`src/rtl/core/kwm_pkg.sv`:
```
// ----------------------------------------------------------------------------
// kwm_pkg: shared types and constants of the k-way sorted merge
// Lane count, value width, command and result formats, lane bank control.
// ----------------------------------------------------------------------------
package kwm_pkg;

    // fixed geometry of the lane bank and the payload
    localparam int MAX_LISTS      = 8;
    localparam int LANE_W         = $clog2(MAX_LISTS);
    localparam int VALUE_BITS     = 32;
    localparam int LANE_DEPTH_DEF = 4;

    // configuration register
    localparam int CFG_W = 4;
    localparam logic [CFG_W-1:0] CFG_RESET = CFG_W'(8);

    // results per transaction
    localparam int RESULT_LIMIT = 32;
    localparam int KCNT_W       = $clog2(RESULT_LIMIT + 1);

    // command queue between front and back
    localparam int QUEUE_DEPTH = 2;
    localparam int QPTR_W      = (QUEUE_DEPTH > 1) ? $clog2(QUEUE_DEPTH) : 1;
    localparam int QCNT_W      = $clog2(QUEUE_DEPTH + 1);

    // one accepted input transaction for an active lane
    typedef struct packed {
        logic [LANE_W-1:0]     lane;
        logic [VALUE_BITS-1:0] value;
        logic                  has_elem;
        logic                  ends;
    } cmd_t;

    // lane bank control from the back part
    typedef struct packed {
        logic                  push;
        logic                  pop;
        logic                  set_end;
        logic                  clear;
        logic [LANE_W-1:0]     lane;
        logic [VALUE_BITS-1:0] value;
    } lane_ctrl_t;

    // lane bank status flags
    typedef struct packed {
        logic [MAX_LISTS-1:0] empty;
        logic [MAX_LISTS-1:0] ended;
        logic [MAX_LISTS-1:0] full;
    } lane_stat_t;

    // head candidate for the minimum search
    typedef struct packed {
        logic                  valid;
        logic [LANE_W-1:0]     lane;
        logic [VALUE_BITS-1:0] value;
    } cand_t;

    // one result without its run_last flag
    typedef struct packed {
        logic [VALUE_BITS-1:0] value;
        logic [LANE_W-1:0]     lane;
        logic                  done;
        logic                  empty;
        logic                  rej;
    } result_t;

    // back part sequencer
    typedef enum logic [2:0] {
        BK_IDLE,
        BK_APPLY,
        BK_SETTLE,
        BK_DECIDE,
        BK_FINISH
    } back_state_t;

endpackage

```
`src/rtl/core/kwm_queue.sv`:
```
// ----------------------------------------------------------------------------
// kwm_queue: command queue between front and back
// Small circular FIFO of classified input transactions.
// ----------------------------------------------------------------------------
module kwm_queue
(
    input  logic           clk,
    input  logic           rst_n,
    input  logic           push,
    input  kwm_pkg::cmd_t  push_data,
    output logic           full,
    input  logic           pop,
    output logic           not_empty,
    output kwm_pkg::cmd_t  pop_data
);

    kwm_pkg::cmd_t               mem_reg [kwm_pkg::QUEUE_DEPTH];
    logic [kwm_pkg::QPTR_W-1:0]  wr_ptr_reg;
    logic [kwm_pkg::QPTR_W-1:0]  wr_ptr_next;
    logic [kwm_pkg::QPTR_W-1:0]  rd_ptr_reg;
    logic [kwm_pkg::QPTR_W-1:0]  rd_ptr_next;
    logic [kwm_pkg::QCNT_W-1:0]  count_reg;
    logic [kwm_pkg::QCNT_W-1:0]  count_next;
    logic                        do_push;
    logic                        do_pop;

    // status
    assign full      = (count_reg == kwm_pkg::QCNT_W'(kwm_pkg::QUEUE_DEPTH));
    assign not_empty = (count_reg != '0);
    assign pop_data  = mem_reg[rd_ptr_reg];
    assign do_push   = push && !full;
    assign do_pop    = pop && not_empty;

    // pointer and fill update
    always_comb
    begin
        wr_ptr_next = wr_ptr_reg;
        rd_ptr_next = rd_ptr_reg;
        count_next  = count_reg;
        if (do_push)
        begin
            wr_ptr_next = (wr_ptr_reg == kwm_pkg::QPTR_W'(kwm_pkg::QUEUE_DEPTH - 1))
                          ? '0 : wr_ptr_reg + 1'b1;
        end
        if (do_pop)
        begin
            rd_ptr_next = (rd_ptr_reg == kwm_pkg::QPTR_W'(kwm_pkg::QUEUE_DEPTH - 1))
                          ? '0 : rd_ptr_reg + 1'b1;
        end
        if (do_push && !do_pop)
        begin
            count_next = count_reg + 1'b1;
        end
        else if (do_pop && !do_push)
        begin
            count_next = count_reg - 1'b1;
        end
    end

    always_ff @(posedge clk or negedge rst_n)
    begin
        if (!rst_n)
        begin
            wr_ptr_reg <= '0;
            rd_ptr_reg <= '0;
            count_reg  <= '0;
        end
        else
        begin
            wr_ptr_reg <= wr_ptr_next;
            rd_ptr_reg <= rd_ptr_next;
            count_reg  <= count_next;
        end
    end

    // entry storage
    always_ff @(posedge clk)
    begin
        if (do_push)
        begin
            mem_reg[wr_ptr_reg] <= push_data;
        end
    end

endmodule

```
`src/rtl/core/kwm_front.sv`:
```
// ----------------------------------------------------------------------------
// kwm_front: input side of the merge
// Accepts input transactions, drops those for inactive lanes and queues
// the rest as commands for the back part.
// ----------------------------------------------------------------------------
module kwm_front
(
    input  logic                             in_valid,
    output logic                             in_stall,
    input  logic [kwm_pkg::LANE_W-1:0]       source_list,
    input  logic signed [kwm_pkg::VALUE_BITS-1:0] element,
    input  logic                             has_element,
    input  logic                             list_ends,
    input  logic [kwm_pkg::MAX_LISTS-1:0]    active,
    input  logic                             q_full,
    output logic                             q_push,
    output kwm_pkg::cmd_t                    q_data
);

    logic lane_active;

    // stall only while the queue has no room
    assign in_stall = q_full;

    // items for lanes outside the active set cause nothing
    assign lane_active = active[source_list];
    assign q_push      = in_valid && !q_full && lane_active;

    // command packing
    always_comb
    begin
        q_data.lane     = source_list;
        q_data.value    = element;
        q_data.has_elem = has_element;
        q_data.ends     = list_ends;
    end

endmodule

```
`src/rtl/core/kwm_lanes.sv`:
```
// ----------------------------------------------------------------------------
// kwm_lanes: lane bank and head minimum search
// One shifting FIFO per lane, status flags, and a registered pair stage
// of the head compare tree followed by the last two tree levels.
// ----------------------------------------------------------------------------
module kwm_lanes
#(
    parameter int LANE_DEPTH = kwm_pkg::LANE_DEPTH_DEF
)
(
    input  logic                           clk,
    input  logic                           rst_n,
    input  logic [kwm_pkg::MAX_LISTS-1:0]  active,
    input  kwm_pkg::lane_ctrl_t            ctrl,
    output kwm_pkg::lane_stat_t            stat,
    output kwm_pkg::cand_t                 best
);

    localparam int CNT_W = $clog2(LANE_DEPTH + 1);
    localparam int IDX_W = (LANE_DEPTH > 1) ? $clog2(LANE_DEPTH) : 1;
    localparam int PAIRS = kwm_pkg::MAX_LISTS / 2;

    logic [kwm_pkg::VALUE_BITS-1:0] store_reg [kwm_pkg::MAX_LISTS][LANE_DEPTH];
    logic [CNT_W-1:0]               count_reg [kwm_pkg::MAX_LISTS];
    logic [kwm_pkg::MAX_LISTS-1:0]  ended_reg;
    kwm_pkg::cand_t                 pair_reg  [PAIRS];
    kwm_pkg::cand_t                 pair_next [PAIRS];
    kwm_pkg::cand_t                 quad [2];

    // lower-index candidate wins ties
    function automatic kwm_pkg::cand_t cand_min(input kwm_pkg::cand_t a,
                                                input kwm_pkg::cand_t b);
        logic take_a;
        take_a = a.valid && (!b.valid || ($signed(a.value) <= $signed(b.value)));
        return take_a ? a : b;
    endfunction

    // status flags
    always_comb
    begin
        for (int i = 0; i < kwm_pkg::MAX_LISTS; i++)
        begin
            stat.empty[i] = (count_reg[i] == '0);
            stat.full[i]  = (count_reg[i] == CNT_W'(LANE_DEPTH));
            stat.ended[i] = ended_reg[i];
        end
    end

    // fill counts and end marks
    always_ff @(posedge clk or negedge rst_n)
    begin
        if (!rst_n)
        begin
            for (int i = 0; i < kwm_pkg::MAX_LISTS; i++)
            begin
                count_reg[i] <= '0;
            end
            ended_reg <= '0;
        end
        else if (ctrl.clear)
        begin
            for (int i = 0; i < kwm_pkg::MAX_LISTS; i++)
            begin
                count_reg[i] <= '0;
            end
            ended_reg <= '0;
        end
        else
        begin
            for (int i = 0; i < kwm_pkg::MAX_LISTS; i++)
            begin
                if (ctrl.lane == kwm_pkg::LANE_W'(i))
                begin
                    if (ctrl.push)
                    begin
                        count_reg[i] <= count_reg[i] + 1'b1;
                    end
                    else if (ctrl.pop)
                    begin
                        count_reg[i] <= count_reg[i] - 1'b1;
                    end
                    if (ctrl.set_end)
                    begin
                        ended_reg[i] <= 1'b1;
                    end
                end
            end
        end
    end

    // lane data: head always sits in entry 0, pop shifts down
    always_ff @(posedge clk)
    begin
        for (int i = 0; i < kwm_pkg::MAX_LISTS; i++)
        begin
            if (ctrl.lane == kwm_pkg::LANE_W'(i))
            begin
                if (ctrl.pop)
                begin
                    for (int j = 0; j < LANE_DEPTH - 1; j++)
                    begin
                        store_reg[i][j] <= store_reg[i][j + 1];
                    end
                end
                else if (ctrl.push)
                begin
                    store_reg[i][count_reg[i][IDX_W-1:0]] <= ctrl.value;
                end
            end
        end
    end

    // first tree level over lane pairs
    always_comb
    begin
        kwm_pkg::cand_t ca;
        kwm_pkg::cand_t cb;
        for (int p = 0; p < PAIRS; p++)
        begin
            ca.valid = active[2*p] && (count_reg[2*p] != '0);
            ca.lane  = kwm_pkg::LANE_W'(2*p);
            ca.value = store_reg[2*p][0];
            cb.valid = active[2*p+1] && (count_reg[2*p+1] != '0);
            cb.lane  = kwm_pkg::LANE_W'(2*p+1);
            cb.value = store_reg[2*p+1][0];
            pair_next[p] = cand_min(ca, cb);
        end
    end

    always_ff @(posedge clk or negedge rst_n)
    begin
        if (!rst_n)
        begin
            for (int p = 0; p < PAIRS; p++)
            begin
                pair_reg[p] <= '0;
            end
        end
        else
        begin
            for (int p = 0; p < PAIRS; p++)
            begin
                pair_reg[p] <= pair_next[p];
            end
        end
    end

    // remaining two levels for the eight-lane bank
    assign quad[0] = cand_min(pair_reg[0], pair_reg[1]);
    assign quad[1] = cand_min(pair_reg[2], pair_reg[3]);
    assign best    = cand_min(quad[0], quad[1]);

endmodule

```
`src/rtl/core/kwm_back.sv`:
```
// ----------------------------------------------------------------------------
// kwm_back: merge sequencer and result output
// Applies queued commands to the lane bank, picks heads in order, holds
// one result back to mark the last of a run, and drives the output register.
// ----------------------------------------------------------------------------
module kwm_back
(
    input  logic                           clk,
    input  logic                           rst_n,
    input  logic                           q_valid,
    input  kwm_pkg::cmd_t                  q_data,
    output logic                           q_pop,
    input  logic [kwm_pkg::MAX_LISTS-1:0]  active,
    input  kwm_pkg::lane_stat_t            stat,
    input  kwm_pkg::cand_t                 best,
    output kwm_pkg::lane_ctrl_t            ctrl,
    input  logic                           out_stall,
    output logic                           out_valid,
    output kwm_pkg::result_t               out_res,
    output logic                           out_last
);

    kwm_pkg::back_state_t         state_reg;
    kwm_pkg::back_state_t         state_next;
    kwm_pkg::cmd_t                cmd_reg;
    kwm_pkg::cmd_t                cmd_next;
    logic [kwm_pkg::KCNT_W-1:0]   k_reg;
    logic [kwm_pkg::KCNT_W-1:0]   k_next;
    logic                         pend_valid_reg;
    logic                         pend_valid_next;
    kwm_pkg::result_t             pend_reg;
    kwm_pkg::result_t             pend_next;
    logic                         any_emitted_reg;
    logic                         any_emitted_next;
    logic                         out_valid_reg;
    logic                         out_valid_next;
    kwm_pkg::result_t             out_reg;
    kwm_pkg::result_t             out_next;
    logic                         out_last_reg;
    logic                         out_last_next;

    logic                         out_free;
    logic                         can_emit;
    logic                         all_done;
    logic                         blocked;
    logic                         under_limit;
    logic                         do_emit;
    kwm_pkg::result_t             new_res;

    assign out_valid = out_valid_reg;
    assign out_res   = out_reg;
    assign out_last  = out_last_reg;

    // merge conditions over the active lanes
    assign all_done    = &(~active | (stat.empty & stat.ended));
    assign blocked     = |(active & stat.empty & ~stat.ended);
    assign under_limit = (k_reg < kwm_pkg::KCNT_W'(kwm_pkg::RESULT_LIMIT));
    assign out_free    = !out_valid_reg || !out_stall;
    assign can_emit    = !pend_valid_reg || out_free;

    // sequencer
    always_comb
    begin
        state_next       = state_reg;
        cmd_next         = cmd_reg;
        k_next           = k_reg;
        pend_valid_next  = pend_valid_reg;
        pend_next        = pend_reg;
        any_emitted_next = any_emitted_reg;
        out_valid_next   = out_valid_reg && out_stall;
        out_next         = out_reg;
        out_last_next    = out_last_reg;
        q_pop            = 1'b0;
        do_emit          = 1'b0;
        new_res          = '0;
        ctrl             = '0;
        ctrl.lane        = cmd_reg.lane;
        ctrl.value       = cmd_reg.value;

        unique case (state_reg)
            kwm_pkg::BK_IDLE:
            begin
                if (q_valid)
                begin
                    q_pop      = 1'b1;
                    cmd_next   = q_data;
                    k_next     = '0;
                    state_next = kwm_pkg::BK_APPLY;
                end
            end

            // element store or reject, then end mark
            kwm_pkg::BK_APPLY:
            begin
                if (cmd_reg.has_elem)
                begin
                    if (stat.ended[cmd_reg.lane] || stat.full[cmd_reg.lane])
                    begin
                        pend_next.value = cmd_reg.value;
                        pend_next.lane  = cmd_reg.lane;
                        pend_next.done  = 1'b0;
                        pend_next.empty = 1'b0;
                        pend_next.rej   = 1'b1;
                        pend_valid_next = 1'b1;
                        k_next          = kwm_pkg::KCNT_W'(1);
                    end
                    else
                    begin
                        ctrl.push = 1'b1;
                    end
                end
                ctrl.set_end = cmd_reg.ends;
                state_next   = kwm_pkg::BK_SETTLE;
            end

            // pair stage catches up with the lane bank
            kwm_pkg::BK_SETTLE:
            begin
                state_next = kwm_pkg::BK_DECIDE;
            end

            kwm_pkg::BK_DECIDE:
            begin
                priority if (all_done)
                begin
                    if (!under_limit)
                    begin
                        ctrl.clear       = 1'b1;
                        any_emitted_next = 1'b0;
                        state_next       = kwm_pkg::BK_FINISH;
                    end
                    else if (can_emit)
                    begin
                        do_emit          = 1'b1;
                        new_res.done     = 1'b1;
                        new_res.empty    = !any_emitted_reg;
                        ctrl.clear       = 1'b1;
                        any_emitted_next = 1'b0;
                        state_next       = kwm_pkg::BK_FINISH;
                    end
                end
                else if (blocked || !best.valid || !under_limit)
                begin
                    state_next = kwm_pkg::BK_FINISH;
                end
                else if (can_emit)
                begin
                    do_emit          = 1'b1;
                    new_res.value    = best.value;
                    new_res.lane     = best.lane;
                    ctrl.pop         = 1'b1;
                    ctrl.lane        = best.lane;
                    any_emitted_next = 1'b1;
                    state_next       = kwm_pkg::BK_SETTLE;
                end
            end

            // release the held result as last of the run
            kwm_pkg::BK_FINISH:
            begin
                if (!pend_valid_reg)
                begin
                    state_next = kwm_pkg::BK_IDLE;
                end
                else if (out_free)
                begin
                    out_valid_next  = 1'b1;
                    out_next        = pend_reg;
                    out_last_next   = 1'b1;
                    pend_valid_next = 1'b0;
                    state_next      = kwm_pkg::BK_IDLE;
                end
            end

            default:
            begin
                state_next = kwm_pkg::BK_IDLE;
            end
        endcase

        // a new result pushes the held one out
        if (do_emit)
        begin
            if (pend_valid_reg)
            begin
                out_valid_next = 1'b1;
                out_next       = pend_reg;
                out_last_next  = 1'b0;
            end
            pend_next       = new_res;
            pend_valid_next = 1'b1;
            k_next          = k_reg + 1'b1;
        end
    end

    // control registers
    always_ff @(posedge clk or negedge rst_n)
    begin
        if (!rst_n)
        begin
            state_reg       <= kwm_pkg::BK_IDLE;
            k_reg           <= '0;
            pend_valid_reg  <= 1'b0;
            any_emitted_reg <= 1'b0;
            out_valid_reg   <= 1'b0;
        end
        else
        begin
            state_reg       <= state_next;
            k_reg           <= k_next;
            pend_valid_reg  <= pend_valid_next;
            any_emitted_reg <= any_emitted_next;
            out_valid_reg   <= out_valid_next;
        end
    end

    // payload registers
    always_ff @(posedge clk)
    begin
        cmd_reg      <= cmd_next;
        pend_reg     <= pend_next;
        out_reg      <= out_next;
        out_last_reg <= out_last_next;
    end

endmodule

```
`src/rtl/core/k_way_sorted_merge_top.sv`:
```
// In the back part a transaction passes queue pop, apply and a pair stage settle
// before its first decision; each merged element then takes a settle step for
// the registered pair stage of the head compare tree and a decision, and a
// finish step closes the transaction. Each result reaches the output when the
// next result is made or at the finish step; inputs queue 2 deep ahead of the back part.
// Reset: asynchronous active low; lanes empty, lists_in_use 8, output idle.
// ----------------------------------------------------------------------------
// k_way_sorted_merge_top: k-way sorted merge
// Merges up to eight ascending lanes into one ascending stream, with reject
// notices for full or ended lanes and a done marker per merge within the limit.
// ----------------------------------------------------------------------------
module k_way_sorted_merge_top
#(
    parameter int LANE_DEPTH = kwm_pkg::LANE_DEPTH_DEF
)
(
    input  logic                                   clk,
    input  logic                                   rst_n,
    // configuration write channel
    input  logic                                   cfg_valid,
    output logic                                   cfg_ready,
    input  logic [kwm_pkg::CFG_W-1:0]              lists_in_use,
    // input channel
    input  logic                                   in_valid,
    output logic                                   in_stall,
    input  logic [kwm_pkg::LANE_W-1:0]             source_list,
    input  logic signed [kwm_pkg::VALUE_BITS-1:0]  element,
    input  logic                                   has_element,
    input  logic                                   list_ends,
    // output channel
    output logic                                   out_valid,
    input  logic                                   out_stall,
    output logic signed [kwm_pkg::VALUE_BITS-1:0]  merged_value,
    output logic [kwm_pkg::LANE_W-1:0]             from_list,
    output logic                                   run_last,
    output logic                                   merge_done,
    output logic                                   empty_merge,
    output logic                                   rejected
);

    logic [kwm_pkg::CFG_W-1:0]      lists_reg;
    logic [kwm_pkg::CFG_W-1:0]      n_act;
    logic [kwm_pkg::MAX_LISTS-1:0]  active;
    logic                           q_full;
    logic                           q_push;
    kwm_pkg::cmd_t                  q_in;
    logic                           q_valid;
    logic                           q_pop;
    kwm_pkg::cmd_t                  q_out;
    kwm_pkg::lane_ctrl_t            lane_ctrl;
    kwm_pkg::lane_stat_t            lane_stat;
    kwm_pkg::cand_t                 best;
    kwm_pkg::result_t               out_res;
    logic                           out_last;

    // configuration register, always writable
    assign cfg_ready = 1'b1;

    always_ff @(posedge clk or negedge rst_n)
    begin
        if (!rst_n)
        begin
            lists_reg <= kwm_pkg::CFG_RESET;
        end
        else if (cfg_valid && cfg_ready)
        begin
            lists_reg <= lists_in_use;
        end
    end

    // active lane mask, count clamped to one..MAX_LISTS
    always_comb
    begin
        if (lists_reg == '0)
        begin
            n_act = kwm_pkg::CFG_W'(1);
        end
        else if (lists_reg > kwm_pkg::CFG_W'(kwm_pkg::MAX_LISTS))
        begin
            n_act = kwm_pkg::CFG_W'(kwm_pkg::MAX_LISTS);
        end
        else
        begin
            n_act = lists_reg;
        end
        for (int i = 0; i < kwm_pkg::MAX_LISTS; i++)
        begin
            active[i] = (kwm_pkg::CFG_W'(i) < n_act);
        end
    end

    kwm_front u_front
    (
        .in_valid    (in_valid),
        .in_stall    (in_stall),
        .source_list (source_list),
        .element     (element),
        .has_element (has_element),
        .list_ends   (list_ends),
        .active      (active),
        .q_full      (q_full),
        .q_push      (q_push),
        .q_data      (q_in)
    );

    kwm_queue u_queue
    (
        .clk       (clk),
        .rst_n     (rst_n),
        .push      (q_push),
        .push_data (q_in),
        .full      (q_full),
        .pop       (q_pop),
        .not_empty (q_valid),
        .pop_data  (q_out)
    );

    kwm_lanes #(
        .LANE_DEPTH (LANE_DEPTH)
    ) u_lanes
    (
        .clk    (clk),
        .rst_n  (rst_n),
        .active (active),
        .ctrl   (lane_ctrl),
        .stat   (lane_stat),
        .best   (best)
    );

    kwm_back u_back
    (
        .clk       (clk),
        .rst_n     (rst_n),
        .q_valid   (q_valid),
        .q_data    (q_out),
        .q_pop     (q_pop),
        .active    (active),
        .stat      (lane_stat),
        .best      (best),
        .ctrl      (lane_ctrl),
        .out_stall (out_stall),
        .out_valid (out_valid),
        .out_res   (out_res),
        .out_last  (out_last)
    );

    // output fields
    assign merged_value = out_res.value;
    assign from_list    = out_res.lane;
    assign run_last     = out_last;
    assign merge_done   = out_res.done;
    assign empty_merge  = out_res.empty;
    assign rejected     = out_res.rej;

`ifndef NO_ASSERTIONS
    // never store into a full lane
    a_push_room: assert property (@(posedge clk) disable iff (!rst_n)
        lane_ctrl.push |-> !lane_stat.full[lane_ctrl.lane])
        else $error("push into full lane");

    // only pop an active lane that holds data
    a_pop_data: assert property (@(posedge clk) disable iff (!rst_n)
        lane_ctrl.pop |-> (!lane_stat.empty[lane_ctrl.lane] && active[lane_ctrl.lane]))
        else $error("pop from empty or inactive lane");

    // done marker closes its run and is no reject
    a_done_last: assert property (@(posedge clk) disable iff (!rst_n)
        (out_valid && merge_done) |-> (run_last && !rejected))
        else $error("done marker not last of run");

    // empty flag only on a done marker
    a_empty_done: assert property (@(posedge clk) disable iff (!rst_n)
        (out_valid && empty_merge) |-> merge_done)
        else $error("empty_merge without merge_done");
`endif

endmodule
```
`config.mk`:
```
export PLATFORM = sky130hd
export DESIGN_NAME = k_way_sorted_merge_top
export DESIGN_NICKNAME = d
export VERILOG_FILES = /design/src/rtl/core/kwm_pkg.sv /design/src/rtl/core/kwm_queue.sv /design/src/rtl/core/kwm_front.sv /design/src/rtl/core/kwm_lanes.sv /design/src/rtl/core/kwm_back.sv /design/src/rtl/core/k_way_sorted_merge_top.sv
export SDC_FILE = /design/constraint.sdc
export NUM_CORES = 2
export LEC_CHECK = 0
export ABC_AREA = 1
export CORE_MARGIN = 5
export CORE_UTILIZATION = 50
export CTS_CLUSTER_SIZE = 24
export DETAILED_ROUTE_END_ITERATION = 7
export DONT_BUFFER_PORTS = 1
export SYNTH_ARGS = -nofsm -noshare
export SYNTH_HDL_FRONTEND = slang
export SYNTH_HIERARCHICAL = 1
export SYNTH_SLANG_ARGS = --single-unit
```
`constraint.sdc`:
```
create_clock -name clk -period 25.1 [get_ports clk]
set_clock_uncertainty 0.15 [all_clocks]
set_input_delay 2.51 -clock clk [delete_from_list [all_inputs] [get_ports clk]]
set_output_delay 2.51 -clock clk [all_outputs]
set_load 0.01 [all_outputs]
```
# Word level (Yosys, flattened, before mapping)
# Memories as Yosys holds them, arrays and structs flattened. A register that Yosys moved wholly into a read port is not among the register bits.
# Cells that the tools add are included.
word_totals:
  regBits: 273
  mem_bits_rw: 1098
  in_bits: 46
  output_inout_bits: 42
  elab_cells: 2010
  memories: 2
op_classes:
  add_sub_neg: 21
  magnitude_cmp: 35
  eq_ne: 29
  muxes: 966
  n_bitwise: 782
  reduce_logical: 127
memory_table:
  columns: ["memory", "words", "width", "read_ports", "rd_ports_with_merged_regs", "wr", "line", "rtl"]
  rows:
  - ["u_lanes.store_reg", 8, 128, 8, 0, 1, "kwm_lanes.sv:23", "logic [kwm_pkg::VALUE_BITS-1:0] store_reg [kwm_pkg::MAX_LISTS][LANE_DEPTH];"]
  - ["u_queue.mem_reg", 2, 37, 1, 1, 1, "kwm_queue.sv:17", "kwm_pkg::cmd_t mem_reg [kwm_pkg::QUEUE_DEPTH];"]
ops:
  columns: ["operator", "count"]
  rows:
  - ["$mux W128", 22]
  - ["$reduce_or A128 Y1", 7]
  - ["$mux W1", 846]
  - ["$or A1 B1 Y1", 768]
  - ["$demux W32 S2", 8]
  - ["$mux W38", 9]
  - ["$mux W32", 8]
  - ["$mux W36", 7]
  - ["$le A32 B32 Y1", 7]
  - ["$mux W3", 42]
  - ["$mux W35", 3]
  - ["$eq A3 B3 Y1 const B", 13]
  - ["$mux W37", 1]
  - ["$reduce_and A2 Y1", 17]
  - ["$reduce_bool A3 Y1", 11]
  - ["$logic_and A1 B1 Y1", 30]
  - ["$logic_not A3 Y1", 10]
  - ["$reduce_bool A2 Y1", 15]
  - ["$add A3 B1 Y3 const B", 8]
  - ["$and A8 B8 Y8", 3]
  - ["$ge A3 B3 Y1 const B", 8]
  - ["$lt A3 B1 Y1 const B", 8]
  - ["$mux W24", 1]
  - ["$mux W6", 4]
  - ["38 further kinds", 104]

# Longest topological paths before layout
logic_depth:
  depth_word: 26
  mapped_depth: 52

# Modules after synthesis
# The synthesis kept the hierarchy.
by_module_without_submodules:
  columns: ["module", "n_inst", "cells_per_inst", "area_per_inst_um2", "seq_area_each_um2"]
  rows:
  - ["kwm_lanes", 1, 5015, 53645.2, 34978.5]
  - ["kwm_back", 1, 496, 5789.3, 3713.6]
  - ["kwm_queue", 1, 225, 2934.1, 2322.2]
  - ["kwm_front", 1, 65, 396.6, 0.0]
  - ["k_way_sorted_merge_top", 1, 30, 210.2, 101.3]

# Worst setup path before layout
# No wires, ideal clock.
synth_path:
  path_type: "register -> register"
  from: "register u_lanes/pair_reg[103] in the netlist's numbering"
  to: "memory u_lanes/store_reg[1][128] in the netlist's numbering, enable pin"
  setup_ns: 0.502
  t_arrival_ns: 7.667
  setup_slack_ns: 16.781
  stages_incl_launch_ff: 35
  period_less_slack_ns: 8.319
  path_cell_list: "dfrtp_1 > inv_1 > ha_1 > nand4_1 > nor2_2 > and3_1 > nand2_1 > nand2_1 > nand2_1 > nand2_4 > nand2_8 > buf_12 > nand2_2 > nand2_2 > ha_1 > nand2_1 > nor2_1 > nand2_1 > nor4_2 > nand2_1 > nand2_1 > nand2_1 > nand4_1 > nand2_2 > buf_4 > nand3_1 > nand3_1 > nor2_1 > nand4_2 > buf_2 > o21ai_0 > inv_1 > nor3_1 > inv_1 > nor4_1"
synth_lines:
  columns: ["element", "line", "rtl"]
  rows:
  - ["start: declaration", "kwm_lanes.sv:26", "kwm_pkg::cand_t pair_reg [PAIRS];"]
  - ["start signal: indexed assignment", "kwm_lanes.sv:143", "pair_reg[p] <= pair_next[p];"]
  - ["end: declaration", "kwm_lanes.sv:23", null]

==> impl_metrics.ini <==
[status]
outcome = completed

[floorplan]
floorplan.die_area_um2 = 133000
num_rows = 130
die_h_um = 365
floorplan.die.width_um = 365
initial_utilization_pct = 50.2
io_pins = 88
placeableCoreArea_um2 = 125000

[synthesis]
post_synthesis_cells = 5831
post_syn_area_um2 = 63000
synth.lib_cells_used.distinct = 52
synth-seq-cells = 1401
post_synth.cell_area_avg_um2 = 10.8
yosys_warnings = 6
seq_area_frac_synth_pct = 65.3

[critical_path]
cpMaxStageDelayCell = sky130_fd_sc_hd__nand3_2
startpoint_type_of_the_worst_setup_path = flop
rrSetupSlack_ps = 15790
worstSetupPathType = flop to flop
path_delay_family = simple AND/OR/NAND/NOR gates
critical_path.max_stage_delay_ps = 880
critPathMostFrequentCell = sky130_fd_sc_hd__nand2_1
worstPathArrival_ps = 9580
path_buf_inv = 4
critical_path.endpoint_type = flop
cp_max_fo = 65
critical_path_required_ps = 25370

[sta]
fmax_mhz = 107
fin_crit_sh_pct = 37.1
hold_viol = 0
rsz_0062_raised_after_global_routing = no
timing_worst_slew_pin_value_ps = 1210
slew_violations = 0
period_needed_ps = 9310
slew_headroom_pct = 19.2
finalSetupViolCount = 0
fin_setup_tns_ps = 0
finalWorstSetupSlack_ps = 15790

[clock_network]
cts-resized-gates = 0
postCtsSetupBuffers = 0
clockBufferDepth = 3
tritoncts = yes
cts.sink_count = 1401
clockRootBuffer = sky130_fd_sc_hd__clkbuf_16
clk-insertion-delay-late_ps = 790
cts_inserted_buffers = 150
postCtsHoldBufs = 0
cts.clk_slew.worst_paths_ps = 60
cts_max_level = 4

[power]
design_power_total_w = 0.00819
cellLeakagePower_nw = 28.8
irDropWorstVdd_mv = 0.0960
cellPowerDensity_nw_per_um2 = 119

[cells_and_area]
largest_register_ffs = 1024
flow.area_growth_from_synthesis_pct = 9.20
final-instance-count-excl-fill = 7488
num-nets-final = 5999
ratio_of_cells_with_drive_above_1_in_the_final_layout_pct = 8.85

[detailed_routing]
drt_wl_total_um = 195000
wire_per_inst_um = 26.0
post-route-drc-count = 0
routed_via_density = 5.64
drtPass1Iterations = 6
initialDrtViolationCount = 5074
route.antenna.remaining_nets = 0
route.vias.total = 42255

[place]
hpwlAfterDp_um = 127000
port_buffers = 0
preCtsSetupSlack_ps = 15880
gp_routability_congestion = 0.933
number_of_instances_in_the_placed_design = 7217

[worst_hold_path]
hold_path_class = flop to flop

[run]
maxCapViolations = 0

[grt]
antenna_found_initial = 33
grt.overflow.total = 0
grt_pass1_wl_um = 278000
grt_pass1_vias = 38679
grt_usage_pct = 29.4
grt_max_degree = 190
metrics by stage:
stage / utilization [%] / hold WS (ps) / area, µm²
after floorplan: - / 292 / 63000
after global placement: 51.1 / 304 / 64100
after detailed placement: 51.1 / 319 / 64100
after CTS: 54.8 / 331 / 68800
after global routing: 54.8 / 353 / 68800
final: 54.8 / 344 / 68800
per-layer routing:
layer | routed length, µm | global-route usage, % | up-vias
met2 | 88100 | 45.2 | 1822
met5 | 13 | 0 | -
li1 | - | - | 19578
met4 | 6030 | 9.45 | 2
met1 | 81900 | 42.3 | 20605
met3 | 18900 | 6.21 | 248
worst reg2reg max path, delay by kind of cell (launching register included):
kind,cells,cell delay (ps)
and+or+nand+nor,20,5630
AOI/OAI and AO/OA,7,1410
buffers and inverters,4,890
adders and majority gates,2,520
DFF,1,360
logic make-up (layout without fill, tap and decap cells):
family          count (synthesis)  in the layout  synth area share, %
xor+xnor                       20             20                0.278
other cells                     2             11               0.0119
simple gates                 2310           2310                 15.1
flops                        1401           1401                 65.3
compound gates               1035           1035                 8.75
fa+ha+maj                     234            234                 4.74
buf+inv                       829            827                 5.87
power breakdown:
group          internal (W)  switching [W]  total [W]  leakage, nW
logic              0.000654        0.00216    0.00281         13.4
registers           0.00306       0.000210    0.00327         13.2
clock network       0.00119       0.000921    0.00211         2.23
cell type report:
cell class | count | area [µm²]
clock inverter | 76 | 651
clock buffer | 190 | 3980
fill | 10656 | 56600
tap | 1650 | 2060
antenna | 5 | 12.5
multi-input combinational | 3605 | 18400
sequential | 1401 | 41100
inverter | 434 | 1630
timing repair buffer | 127 | 953
cells in the final DEF (no fill, tap or decap), drive strengths merged, types with 2 or more instances in the layout:
cell type / count
o21a: 7
nor3: 16
bufinv: 6
o22ai: 19
dfrtp: 188
a21boi: 37
clkinvlp: 5
o21ai: 832
nand3b: 7
nor4: 10
xnor2: 10
edfxtp: 1211
nand2: 1819
buf: 127
ha: 226
clkbuf: 190
nand4: 19
inv: 433
fa: 8
o211ai: 5
xor2: 10
diode: 5
a21oi: 121
nor2: 129
a21o: 6
clkinv: 66
nand3: 306
a41oi: 3
conb: 6
o21bai: 2
or2: 2
Yosys cell counts, drive strengths merged:
cell,count,area (µm²)
a211oi,1,7.51
a21boi,37,417
a21o,6,45.0
a21oi,121,613
a31oi,1,6.26
a41o,1,10.0
a41oi,3,26.3
and2,1,6.26
and3,1,6.26
buf,197,1320
clkbuf,198,743
clkinv,3,16.3
conb,2,7.51
dfrtp,188,4700
dfstp,1,26.3
dfxtp,1,20.0
edfxtp,1211,36400
fa,8,160
ha,226,2830
inv,431,1620
nand2,1819,7040
nand3,306,1550
nand3b,7,56.3
nand4,19,125
nor2,129,537
nor3,16,80.1
nor4,10,68.8
o211ai,5,37.5
o21a,7,52.6
o21ai,832,4160
o21bai,2,15.0
o22ai,19,119
or2,2,12.5
xnor2,10,87.6
xor2,10,87.6
final timing paths:
kind,cells after the start,startpoint,endpoint
worst min-delay path,2,u_lanes/store_reg[1][234],u_lanes/pair_reg[46]
worst max register to register,33,u_lanes/pair_reg[21],u_lanes/store_reg[0][203]
min in group asynchronous,0,rst_n,u_queue/wr_ptr_reg
worst max-delay path,33,u_lanes/pair_reg[21],u_lanes/store_reg[0][203]
worst min register to register,2,u_lanes/store_reg[1][234],u_lanes/pair_reg[46]
max in group asynchronous,0,rst_n,u_lanes/pair_reg[55]
Note: power is estimated with default switching activity, not from simulation.
